[src/rtl/sli_pkg.sv]
// sli_pkg: shared types and codes for the sorted list insert/delete block.
// No dependencies; used by sli_cell and sorted_list_insert_delete.

package sli_pkg;

	localparam int DATA_W   = 32;
	localparam int KIND_W   = 2;
	localparam int STATUS_W = 3;

	// input item kinds
	localparam logic [KIND_W-1:0] KIND_ADD  = 2'd0;
	localparam logic [KIND_W-1:0] KIND_DEL  = 2'd1;
	localparam logic [KIND_W-1:0] KIND_LIST = 2'd2;

	// result status codes
	localparam logic [STATUS_W-1:0] ST_ADDED     = 3'd0;
	localparam logic [STATUS_W-1:0] ST_FULL      = 3'd1;
	localparam logic [STATUS_W-1:0] ST_DELETED   = 3'd2;
	localparam logic [STATUS_W-1:0] ST_NOT_FOUND = 3'd3;
	localparam logic [STATUS_W-1:0] ST_ENTRY     = 3'd4;
	localparam logic [STATUS_W-1:0] ST_EMPTY     = 3'd5;

	// operation broadcast to every cell of the chain
	typedef enum logic [2:0] {
		OP_HOLD = 3'd0,
		OP_CMP  = 3'd1,
		OP_INS  = 3'd2,
		OP_DEL  = 3'd3,
		OP_ROT  = 3'd4
	} cell_op_t;

	typedef struct packed {
		cell_op_t          op;
		logic [DATA_W-1:0] key;
	} cell_ctrl_t;

endpackage

[src/rtl/sli_cell.sv]
// sli_cell: one slot of the sorted list chain, holding a value and a valid bit.
// Depends on sli_pkg; instantiated in a row by sorted_list_insert_delete.

module sli_cell (
	input  logic                          clk,
	input  logic                          arst_n,
	input  sli_pkg::cell_ctrl_t           ctrl,
	input  logic [sli_pkg::DATA_W-1:0]    left_value,
	input  logic                          left_valid,
	input  logic                          left_move,
	input  logic [sli_pkg::DATA_W-1:0]    right_value,
	input  logic                          right_valid,
	input  logic [sli_pkg::DATA_W-1:0]    head_value,
	input  logic                          found_in,
	output logic [sli_pkg::DATA_W-1:0]    value,
	output logic                          valid,
	output logic                          move,
	output logic                          found_out
);

	logic [sli_pkg::DATA_W-1:0] value_q;
	logic                       valid_q;
	logic                       gt_q;
	logic                       eq_q;

	// at or past the insertion point: empty, or holding a greater value
	assign move      = !valid_q || gt_q;
	// a match lies here or to the left
	assign found_out = found_in || eq_q;
	assign value     = value_q;
	assign valid     = valid_q;

	always_ff @(posedge clk or negedge arst_n) begin
		if (!arst_n) begin
			valid_q <= 1'b0;
			gt_q    <= 1'b0;
			eq_q    <= 1'b0;
		end else begin
			unique case (ctrl.op)
				sli_pkg::OP_CMP: begin
					gt_q <= valid_q && ($signed(value_q) > $signed(ctrl.key));
					eq_q <= valid_q && (value_q == ctrl.key);
				end
				sli_pkg::OP_INS: begin
					if (move) begin
						valid_q <= left_move ? left_valid : 1'b1;
					end
				end
				sli_pkg::OP_DEL: begin
					if (found_out) begin
						valid_q <= right_valid;
					end
				end
				default: begin
				end
			endcase
		end
	end

	always_ff @(posedge clk) begin
		unique case (ctrl.op)
			sli_pkg::OP_INS: begin
				if (move) begin
					value_q <= left_move ? left_value : ctrl.key;
				end
			end
			sli_pkg::OP_DEL: begin
				if (found_out) begin
					value_q <= right_value;
				end
			end
			sli_pkg::OP_ROT: begin
				// rotate the occupied part one slot toward the head
				if (valid_q) begin
					value_q <= right_valid ? right_value : head_value;
				end
			end
			default: begin
			end
		endcase
	end

endmodule

[src/rtl/sorted_list_insert_delete.sv]
// sorted_list_insert_delete: bounded ascending list of signed words in a chain of cells.
// Depends on sli_pkg and sli_cell.
//
//  channel | direction | handshake          | contents
//  --------+-----------+--------------------+------------------------------------------
//  s_      | in        | s_tvalid/s_tready  | tuser: kind; tdata: value
//  m_      | out       | m_tvalid/m_tready  | tuser: status; tdata: entry_value; tlast
//
// Add and delete: the accept edge loads compare flags in every cell in parallel; once the
// output register is free, the apply step shifts the chain one slot (unless the list is
// full or the value is absent) and loads the result word. List emits one word per stored
// entry and rotates the chain one slot per word, so it ends in its original order.
// Reset empties the list at once (valid bits cleared); no sweep is needed.
// A stalled output register holds the machine in its apply or list step; a new
// input word is taken while the last result of the previous item still waits.

module sorted_list_insert_delete #(
	parameter int CAPACITY = 16
) (
	input  logic        clk,
	input  logic        arst_n,
	input  logic        s_tvalid,
	output logic        s_tready,
	input  logic [31:0] s_tdata,   // [31:0] value
	input  logic [1:0]  s_tuser,   // [1:0] kind
	output logic        m_tvalid,
	input  logic        m_tready,
	output logic [31:0] m_tdata,   // [31:0] entry_value
	output logic [2:0]  m_tuser,   // [2:0] status
	output logic        m_tlast
);

	localparam int CW = $clog2(CAPACITY + 1);
	localparam int DW = sli_pkg::DATA_W;

	typedef enum logic [2:0] {
		S_IDLE  = 3'b001,
		S_APPLY = 3'b010,
		S_LIST  = 3'b100
	} state_t;

	state_t                        state_q;
	logic [sli_pkg::KIND_W-1:0]    kind_q;
	logic [DW-1:0]                 key_q;
	logic [CW-1:0]                 count_q;
	logic [CW-1:0]                 rem_q;

	logic                          out_valid_q;
	logic [sli_pkg::STATUS_W-1:0]  out_status_q;
	logic [DW-1:0]                 out_value_q;
	logic                          out_last_q;

	sli_pkg::cell_ctrl_t           ctrl;
	logic [DW-1:0]                 value_w [CAPACITY];
	logic [CAPACITY-1:0]           valid_w;
	logic [CAPACITY-1:0]           move_w;
	logic [CAPACITY-1:0]           found_w;

	logic                          accept;
	logic                          out_free;
	logic                          full;
	logic                          found;

	assign s_tready = (state_q == S_IDLE);
	assign accept   = s_tvalid && s_tready;
	assign out_free = !out_valid_q || m_tready;
	assign full     = (count_q == CW'(CAPACITY));
	assign found    = found_w[CAPACITY-1];

	assign m_tvalid = out_valid_q;
	assign m_tdata  = out_value_q;
	assign m_tuser  = out_status_q;
	assign m_tlast  = out_last_q;

	// Cell command: compare against the incoming word on accept, then shift or rotate.
	always_comb begin
		ctrl.op  = sli_pkg::OP_HOLD;
		ctrl.key = key_q;
		priority if (accept) begin
			ctrl.op  = sli_pkg::OP_CMP;
			ctrl.key = s_tdata;
		end else if (state_q == S_APPLY && out_free) begin
			if (kind_q == sli_pkg::KIND_ADD && !full) begin
				ctrl.op = sli_pkg::OP_INS;
			end else if (kind_q == sli_pkg::KIND_DEL && found) begin
				ctrl.op = sli_pkg::OP_DEL;
			end
		end else if (state_q == S_LIST && out_free) begin
			ctrl.op = sli_pkg::OP_ROT;
		end
	end

	// The chain: slot 0 holds the smallest value.
	for (genvar i = 0; i < CAPACITY; i++) begin : g_cell
		logic [DW-1:0] lv;
		logic          lval;
		logic          lmove;
		logic          fin;
		logic [DW-1:0] rv;
		logic          rval;

		if (i == 0) begin : g_head
			assign lv    = '0;
			assign lval  = 1'b0;
			assign lmove = 1'b0;
			assign fin   = 1'b0;
		end else begin : g_body
			assign lv    = value_w[i-1];
			assign lval  = valid_w[i-1];
			assign lmove = move_w[i-1];
			assign fin   = found_w[i-1];
		end

		if (i == CAPACITY - 1) begin : g_tail
			assign rv   = '0;
			assign rval = 1'b0;
		end else begin : g_inner
			assign rv   = value_w[i+1];
			assign rval = valid_w[i+1];
		end

		sli_cell u_cell (
			.clk         (clk),
			.arst_n      (arst_n),
			.ctrl        (ctrl),
			.left_value  (lv),
			.left_valid  (lval),
			.left_move   (lmove),
			.right_value (rv),
			.right_valid (rval),
			.head_value  (value_w[0]),
			.found_in    (fin),
			.value       (value_w[i]),
			.valid       (valid_w[i]),
			.move        (move_w[i]),
			.found_out   (found_w[i])
		);
	end

	// Sequencer and occupancy count.
	always_ff @(posedge clk or negedge arst_n) begin
		if (!arst_n) begin
			state_q <= S_IDLE;
			count_q <= '0;
			rem_q   <= '0;
		end else begin
			unique case (state_q)
				S_IDLE: begin
					if (accept) begin
						state_q <= S_APPLY;
					end
				end
				S_APPLY: begin
					if (out_free) begin
						// a non-empty list walks the chain; everything else is done
						if (kind_q == sli_pkg::KIND_LIST && count_q != '0) begin
							rem_q   <= count_q;
							state_q <= S_LIST;
						end else begin
							state_q <= S_IDLE;
						end
						if (kind_q == sli_pkg::KIND_ADD && !full) begin
							count_q <= count_q + CW'(1);
						end else if (kind_q == sli_pkg::KIND_DEL && found) begin
							count_q <= count_q - CW'(1);
						end
					end
				end
				S_LIST: begin
					if (out_free) begin
						rem_q <= rem_q - CW'(1);
						if (rem_q == CW'(1)) begin
							state_q <= S_IDLE;
						end
					end
				end
				default: begin
					state_q <= S_IDLE;
				end
			endcase
		end
	end

	// Latch the item on accept; payload, no reset.
	always_ff @(posedge clk) begin
		if (accept) begin
			kind_q <= s_tuser;
			key_q  <= s_tdata;
		end
	end

	// Output register: load a result word, drop valid once taken.
	always_ff @(posedge clk or negedge arst_n) begin
		if (!arst_n) begin
			out_valid_q <= 1'b0;
		end else if (state_q == S_APPLY && out_free) begin
			out_valid_q <= (kind_q == sli_pkg::KIND_ADD) || (kind_q == sli_pkg::KIND_DEL) ||
			               (kind_q == sli_pkg::KIND_LIST && count_q == '0);
		end else if (state_q == S_LIST && out_free) begin
			out_valid_q <= 1'b1;
		end else if (m_tready) begin
			out_valid_q <= 1'b0;
		end
	end

	always_ff @(posedge clk) begin
		if (state_q == S_APPLY && out_free) begin
			out_value_q <= key_q;
			out_last_q  <= 1'b1;
			unique case (kind_q)
				sli_pkg::KIND_ADD:  out_status_q <= full ? sli_pkg::ST_FULL : sli_pkg::ST_ADDED;
				sli_pkg::KIND_DEL:  out_status_q <= found ? sli_pkg::ST_DELETED
				                                          : sli_pkg::ST_NOT_FOUND;
				default:            out_status_q <= sli_pkg::ST_EMPTY;
			endcase
		end else if (state_q == S_LIST && out_free) begin
			out_value_q  <= value_w[0];
			out_status_q <= sli_pkg::ST_ENTRY;
			out_last_q   <= (rem_q == CW'(1));
		end
	end

`ifndef SYNTHESIS
	a_count_bound: assert property (@(posedge clk) disable iff (!arst_n)
		count_q <= CW'(CAPACITY))
		else $error("occupancy above capacity");

	a_valid_packed: assert property (@(posedge clk) disable iff (!arst_n)
		(valid_w & (valid_w + CAPACITY'(1))) == '0 && $countones(valid_w) == int'(count_q))
		else $error("valid bits not a packed prefix matching the count");

	a_accept_apply: assert property (@(posedge clk) disable iff (!arst_n)
		accept |=> state_q == S_APPLY)
		else $error("accepted word did not move to apply");

	a_list_rem: assert property (@(posedge clk) disable iff (!arst_n)
		state_q == S_LIST |-> rem_q != '0 && rem_q <= count_q)
		else $error("list remainder out of range");

	a_order: assert property (@(posedge clk) disable iff (!arst_n)
		state_q == S_IDLE && valid_w[1] |-> !($signed(value_w[0]) > $signed(value_w[1])))
		else $error("head slots out of order");
`endif

endmodule
[config.mk]
export PLATFORM = sky130hd
export DESIGN_NAME = sorted_list_insert_delete
export DESIGN_NICKNAME = d
export VERILOG_FILES = /design/src/rtl/sli_pkg.sv /design/src/rtl/sli_cell.sv /design/src/rtl/sorted_list_insert_delete.sv
export SDC_FILE = /design/constraint.sdc
export NUM_CORES = 2
export LEC_CHECK = 0
export ABC_CLOCK_PERIOD_IN_PS = 25300
export BUFFER_PORTS_ARGS = -buffer_cell sky130_fd_sc_hd__buf_2
export CAP_MARGIN = 20
export CORE_MARGIN = 5
export CORE_UTILIZATION = 63
export DETAILED_ROUTE_END_ITERATION = 8
export PLACE_DENSITY = 0.8
export REMOVE_ABC_BUFFERS = 1
export SYNTH_ARGS = -nofsm -noshare
export SYNTH_HDL_FRONTEND = slang
export SYNTH_SLANG_ARGS = --single-unit
[constraint.sdc]
create_clock -name clk -period 25.3 [get_ports clk]
set_input_delay 2.53 -clock clk [delete_from_list [all_inputs] [get_ports clk]]
set_output_delay 2.53 -clock clk [all_outputs]
set_load 0.01 [all_outputs]
* After elaboration in Yosys (flattened, before gate mapping) *
Index checks and enable logic that the tools add are counted.

word-level totals
  bits in registers = 644
  output and inout port bits = 38
  logic and storage cells = 492
  input bits = 38

operators by class
  multiplexer cells = 185
  $lt $le $gt $ge = 16
  add/sub/neg operators = 3
  reduce and logical (&&, ||, !) cells = 135
  eq/ne operators = 80

operators with widths
  kind                   count
  $mux W32               81
  $pmux W32 S3           16
  $eq A32 B32 Y1         16
  $gt A32 B32 Y1         16
  $ne A2 B1 Y1 const B   49
  $reduce_and A4 Y1      17
  $mux W1                52
  $reduce_and A3 Y1      17
  $logic_and A1 B1 Y1    39
  $logic_or A1 B1 Y1     34
  $pmux W1 S2            16
  $mux W3                10
  $mux W5                5
  $logic_not A1 Y1       18
  $pmux W5 S2            1
  $sub A5 B1 Y5 const B  2
  $eq A3 B2 Y1 const B   3
  $pmux W3 S3            1
  $ne A2 B2 Y1 const B   4
  $reduce_bool A2 Y1     4
  $eq A3 B1 Y1 const B   2
  $eq A3 B3 Y1 const B   2
  $pmux W3 S2            1
  $reduce_bool A3 Y1     2
  10 further kinds       11

* Longest topological paths before layout *
  depth in word-level cells = 23
  depth in mapped cells = 18
  mapped depth without buffers = 16

* Cells and area by module *
A second synthesis with hierarchy kept.

second synthesis, totals
  cell total of the unflattened synthesis = 4901
  area, all modules = 48923.2 um^2

by module, submodules not included
  module                            cells an instance  instances  area each (um^2)  sequential area each (um^2)
  sli_cell at g_cell[0].u_cell ...  290                13         2825.2            1036.0
  sli_cell at g_cell[7].u_cell ...  290                2          2867.8            1036.0
  sorted_list_insert_delete         265                1          3643.5            2123.3
  sli_cell at g_cell[9].u_cell      286                1          2816.5            1036.0

* Worst setup path after synthesis *
Ideal clock, no wire load.

  kind = input-to-reg
  from = input port m_tready
  to = register g_cell[2].u_cell.value_q, in the netlist g_cell[2].u_cell.value[0], enable pin
  data required time = 24705 ps
  stages = 9
  setup time = 595 ps
  path buffers = 2
  arrival = 9172 ps
  slack = 15534 ps
  path through = nand2b_1 nand2_1 nor3b_2 o21ai_4 nand2_2 buf_6 nor2_1 clkbuf_1 a2111oi_0

on the way
  word-level cells in the longest chain between the ends = 8
  elaborated cells between the ends (all ways) = 14
  those cells by class = 6 x eq/ne; 3 x mux; 5 x reduce/logical

ends and longest elaborated chain
  element                                                              line                             RTL
  from (decl)                                                          sorted_list_insert_delete.sv:27  input logic m_tready,
  $logic_or A1 B1 Y1 *                                                 sorted_list_insert_delete.sv:66  assign out_free = !out_valid_q || m_tready;
  $logic_and A1 B1 Y1                                                  sorted_list_insert_delete.sv:88  end else if (state_q == S_LIST && out_free) begin
  $mux W3                                                              sorted_list_insert_delete.sv:88
  $mux W3 *                                                            sorted_list_insert_delete.sv:82  end else if (state_q == S_APPLY && out_free) begin
  $mux W3 *                                                            sorted_list_insert_delete.sv:79  priority if (accept) begin
  $eq A3 B3 Y1 / $eq A3 B2 Y1 (equally long branches)                  sli_cell.sv:61                   unique case (ctrl.op)
  $ne A2 B1 Y1 (no line) / $reduce_bool A3 Y1 (equally long branches)  -
  $reduce_and A4 Y1 (no line) *                                        -
  to (signal assigned)                                                 sli_cell.sv:64                   value_q <= left_move ? left_value : ctrl.key;
  to (signal assigned)                                                 sli_cell.sv:69                   value_q <= right_value;
  to (signal assigned)                                                 sli_cell.sv:75                   value_q <= right_valid ? right_value : head_value;
  to (decl)                                                            sli_cell.sv:21                   logic [sli_pkg::DATA_W-1:0] value_q;

Every way passes the cells marked *; elsewhere a longest branch is shown, timed or not.
A chain may end at the register's enable or synchronous reset.

* Worst setup path in the final report *
  from = input port s_tvalid
  to = register g_cell[4].u_cell.gt_q

on the way
  word-level cells in the longest chain between the ends = 4
  elaborated cells between the ends (all ways) = 6
  those cells by class = 1 x order compare; 1 x eq/ne; 2 x mux; 2 x reduce/logical

ends and longest elaborated chain
  element                line                             RTL
  from (decl)            sorted_list_insert_delete.sv:22  input logic s_tvalid,
  $logic_and A1 B1 Y1 *  sorted_list_insert_delete.sv:65  assign accept = s_tvalid && s_tready;
  $mux W32               -
  $gt A32 B32 Y1         sli_cell.sv:41                   gt_q <= valid_q && ($signed(value_q) > $signed(ctrl.key));
  $logic_and A1 B1 Y1    sli_cell.sv:41
  to (signal assigned)   sli_cell.sv:41
  to (decl)              sli_cell.sv:23                   logic gt_q;

Marks and branches as above.

==> run_results.csv <==
group,metric,value,unit
sta,tns,0,ns
logic_synthesis,yosysTopAreaCell,"edfxtp_1",
placed_design,post-dp-hpwl,99.52,mm
logic_synthesis,synth_common_cells,"nor2_1 (571), edfxtp_1 (549), ha_1 (517), a221o_1 (397), a211oi_1 (376)",
floorplanning,die_w,274.8,um
logic_synthesis,syn_avg_cell_area,10.17,um2
clock_tree,cts_setup_buffers,0,
clock_tree,clock_latency,0.64,ns
route,drc,0,
clock_tree,cts.path.max_buffers,3,
floorplanning,std_cell_rows,97,
global_route,antenna_found_initial,1,
logic_synthesis,synth_ff_type,"edfxtp_1",
logic_synthesis,async_reset_ff_frac,0.09627,
clock_tree,root_buffer,"clkbuf_16",
clock_tree,cts_inserted_buffers,73,
route,vias_per_cell,7.597,
sta,relSlewSlack,0.09413,
finish,diodes,0,
sta,fin_skew,0.02496,ns
global_route,grt_start_max_net_pins,230,
route,routed_wl,148.4,mm
logic_synthesis,yosysTopAreaCellShare,0.3732,
power,p_int,0.003262,W
floorplanning,core_area,69790,um2
power,p_switching,0.002492,W
sta,setup_violations,0,
setup_path,critPathBufInv,5,
clock_tree,cts_hold_buf,0,
route,initialDrtViolationCount,6181,
sta,hold_viol_final,0,
global_route,grt_usage,0.3823,
floorplanning,die_h,274.8,um
clock_tree,cts_resized,0,
setup_path,crit_required,25.86,ns
setup_path,critPathLaunchType,"input pin",
power,swShare,0.4331,
finish,final_cells,5265,
placed_design,gp_congestion,0.9483,
power,ir_worst_vdd,0.1117,mV
global_route,grt-ovfl-total,0,
finish,fillers,5134,
sta,whs,0.4735,ns
min_path,holdCritPathClass,"flop to flop",
logic_synthesis,yosysWarningCount,0,
logic_synthesis,yosysMostFrequentCell,"nor2_1",
setup_path,crit_chain,"buf_2 > nand2_2 > buf_4 > inv_6 > buf_4 > mux2i_4 > buf_4 > ha_1 > nand4_1 > nor4_1 > o21ai_0 > o211ai_1 > nor2_1 > a311oi_1 > a21o_1",
sta,worstMarginPinSlew,1.359,ns
setup_path,cp_slowest_cell,"nor4_1",
global_route,grt_pass1_vias,38050,
route,antenna_left,0,
setup_path,critPathMaxFanout,47,
power,power_frac_clock,0.185,
route,dr_total_vias,40000,
setup_path,crit_path_end_kind,"flop",
logic_synthesis,syn_inst,4345,
setup_path,critPathTopFamily,"buffers and inverters",
power,p_comb_frac,0.533,
clock_tree,path_clk_slew,0.06,ns
clock_tree,htree_num_levels,3,
setup_path,critPathKind,"input pin to flop",
sta,drv_slew,0,
power,p_seq_frac,0.282,
power,power.leakage,18.07,nW
placed_design,port_buffers,75,
finish,area_delta_synth_final,9.729,%
floorplanning,pin_count,76,
setup_path,worstPathArrival,7.84,ns
sta,finalCritPeriodShare,0.2877,
setup_path,cpPeakStageDelay,0.95,ns
floorplanning,die_area,75520,um2
route,routedWlPerCell,28.18,um
sta,rsz0062_at_grt,"false",
logic_synthesis,yosys-top-cells-area,"edfxtp_1 (37%), ha_1 (15%), a221o_1 (9.0%)",
global_route,grt_first_pass_wirelength,227.1,mm
logic_synthesis,synth.cell_area,44170,um2
placed_design,dp.cells,5127,
run_status,status,"completed",
clock_tree,cts_sinks,644,
sta,period_minus_slack,7.278,ns
run,maxCapViolCount,0,
route,drtPass1Iterations,8,
finish,regArea,18700,um2
finish,drive_gt1_frac,0.1015,
logic_synthesis,synth_seq_cells,644,
logic_synthesis,synth-edff-count,549,
logic_synthesis,synth.distinct_cells,75,
logic_synthesis,yosysSeqAreaShare,0.4233,
sta,clock.fmax,137.4,MHz
floorplanning,start_util,0.6330,
setup_path,cpMostUsedCell,"buf_4",
power,p_per_area,118.7,nW/um2
finish,multi_input_comb_area,24500,um2
finish,nNetsFinal,4823,
clock_tree,cts_tree,"built",
-- cell usage in the layout (no fill, tap or decap), types with 12 or more instances in the layout --
cell type | netlist | layout
a211oi_1 | 376 | 375
mux2i_4 | 0 | 31
o21a_1 | 16 | 16
a221o_1 | 397 | 397
mux2_2 | 33 | 33
nor4_1 | 20 | 19
o211ai_1 | 25 | 25
nor2b_1 | 46 | 41
nor3_1 | 29 | 29
dfxtp_1 | 33 | 33
edfxtp_1 | 549 | 549
nor2_1 | 571 | 546
clkbuf_16 | 0 | 75
o31ai_1 | 12 | 12
buf_4 | 1 | 122
a2111oi_0 | 27 | 21
nand4_1 | 117 | 117
nand2b_1 | 22 | 20
inv_1 | 80 | 80
ha_1 | 517 | 517
nor2_4 | 0 | 13
o221ai_1 | 58 | 58
a21oi_1 | 206 | 205
clkbuf_1 | 305 | 22
o21ai_0 | 213 | 213
buf_2 | 32 | 76
nor2_2 | 0 | 12
a21o_1 | 74 | 74
dfrtp_1 | 61 | 61
nand2_1 | 273 | 271
nand3_1 | 54 | 54
-- flip-flops by register name (all words and copies together), names as in the netlist --
register             flops
m_tuser                  3
g_cell.u_cell.eq_q      16
m_tlast                  1
count_q                  5
g_cell.u_cell.gt_q      16
g_cell.u_cell.value    512
state_q                  3
g_cell.u_cell.valid     16
rem_q                    5
key_q                   32
kind_q                   2
m_tvalid                 1
m_tdata                 32
-- worst min-delay path, stage by stage, from the launching register on --
cell     delay (ns)
dfrtp_1        0.33
nand2_1        0.05
o31ai_1        0.06
-- power groups by stage --
stage                     registers [W]  logic (W)  clock network (W)
final                           0.00162    0.00307            0.00107
after global routing            0.00163    0.00335            0.00111
after CTS                       0.00161    0.00297            0.00107
after detailed placement        0.00163    0.00294                  0
after global placement          0.00163    0.00281                  0
after floorplan                 0.00158    0.00207                  0
-- cell families (layout without fill, tap and decap cells) --
kind of cell    after synthesis  after routing  share of synthesized area
flops                       644            644                     0.4233
mux                          67             67                    0.01612
buf+inv                     440            420                    0.03872
fa+ha+maj                   518            518                     0.1469
simple gates               1171           1171                     0.1169
xor+xnor                     13             13                   0.002577
compound gates             1492           1492                     0.2555
-- metal layers --
metal	wire, um	up-vias	share of wire	GRT usage
li1	-	17160	-	-
met1	55280	19020	0.37	0.5300
met2	63510	3259	0.43	0.5679
met3	22830	555	0.15	0.1163
met4	6709	2	0.045	0.1490
met5	13	-	0.000088	0
-- final timing paths --
check / end / depth (start not counted) / slack (ns) / start
worst max-delay path: g_cell[4].u_cell.gt_q / 15 / 18.02 / s_tvalid
worst max register to register: g_cell[4].u_cell.gt_q / 16 / 19.20 / state_q[0]
worst min register to register: g_cell[11].u_cell.eq_q / 2 / 0.47 / g_cell[11].u_cell.eq_q
min in group asynchronous: m_tvalid / 2 / 2.11 / arst_n
worst min-delay path: g_cell[11].u_cell.eq_q / 2 / 0.47 / g_cell[11].u_cell.eq_q
max in group asynchronous: g_cell[5].u_cell.eq_q / 2 / 22.54 / arst_n
-- through the flow --
step | util | instance area [um2] | worst slack, ns | power, W
6_report | 0.6946 | 48470 | 18.02 | 0.005754
5_1_grt | 0.6946 | 48470 | 17.94 | 0.006091
3_3_place_gp | 0.6590 | 45990 | 17.38 | 0.004435
3_5_place_dp | 0.6600 | 46060 | 17.66 | 0.004575
2_1_floorplan | - | 42770 | 9.710 | 0.003643
4_1_cts | 0.6933 | 48390 | 18.29 | 0.005651
-- cell type report --
| type | count | share of cell area |
|---|---|---|
| timing repair buffer | 206 | 0.03010 |
| sequential | 644 | 0.3858 |
| inverter | 81 | 0.006376 |
| clock buffer | 105 | 0.04269 |
| tap | 940 | 0.02426 |
| clock inverter | 28 | 0.005292 |
| multi-input combinational | 3261 | 0.5055 |
No activity file was read; power rests on OpenSTA's default activity.
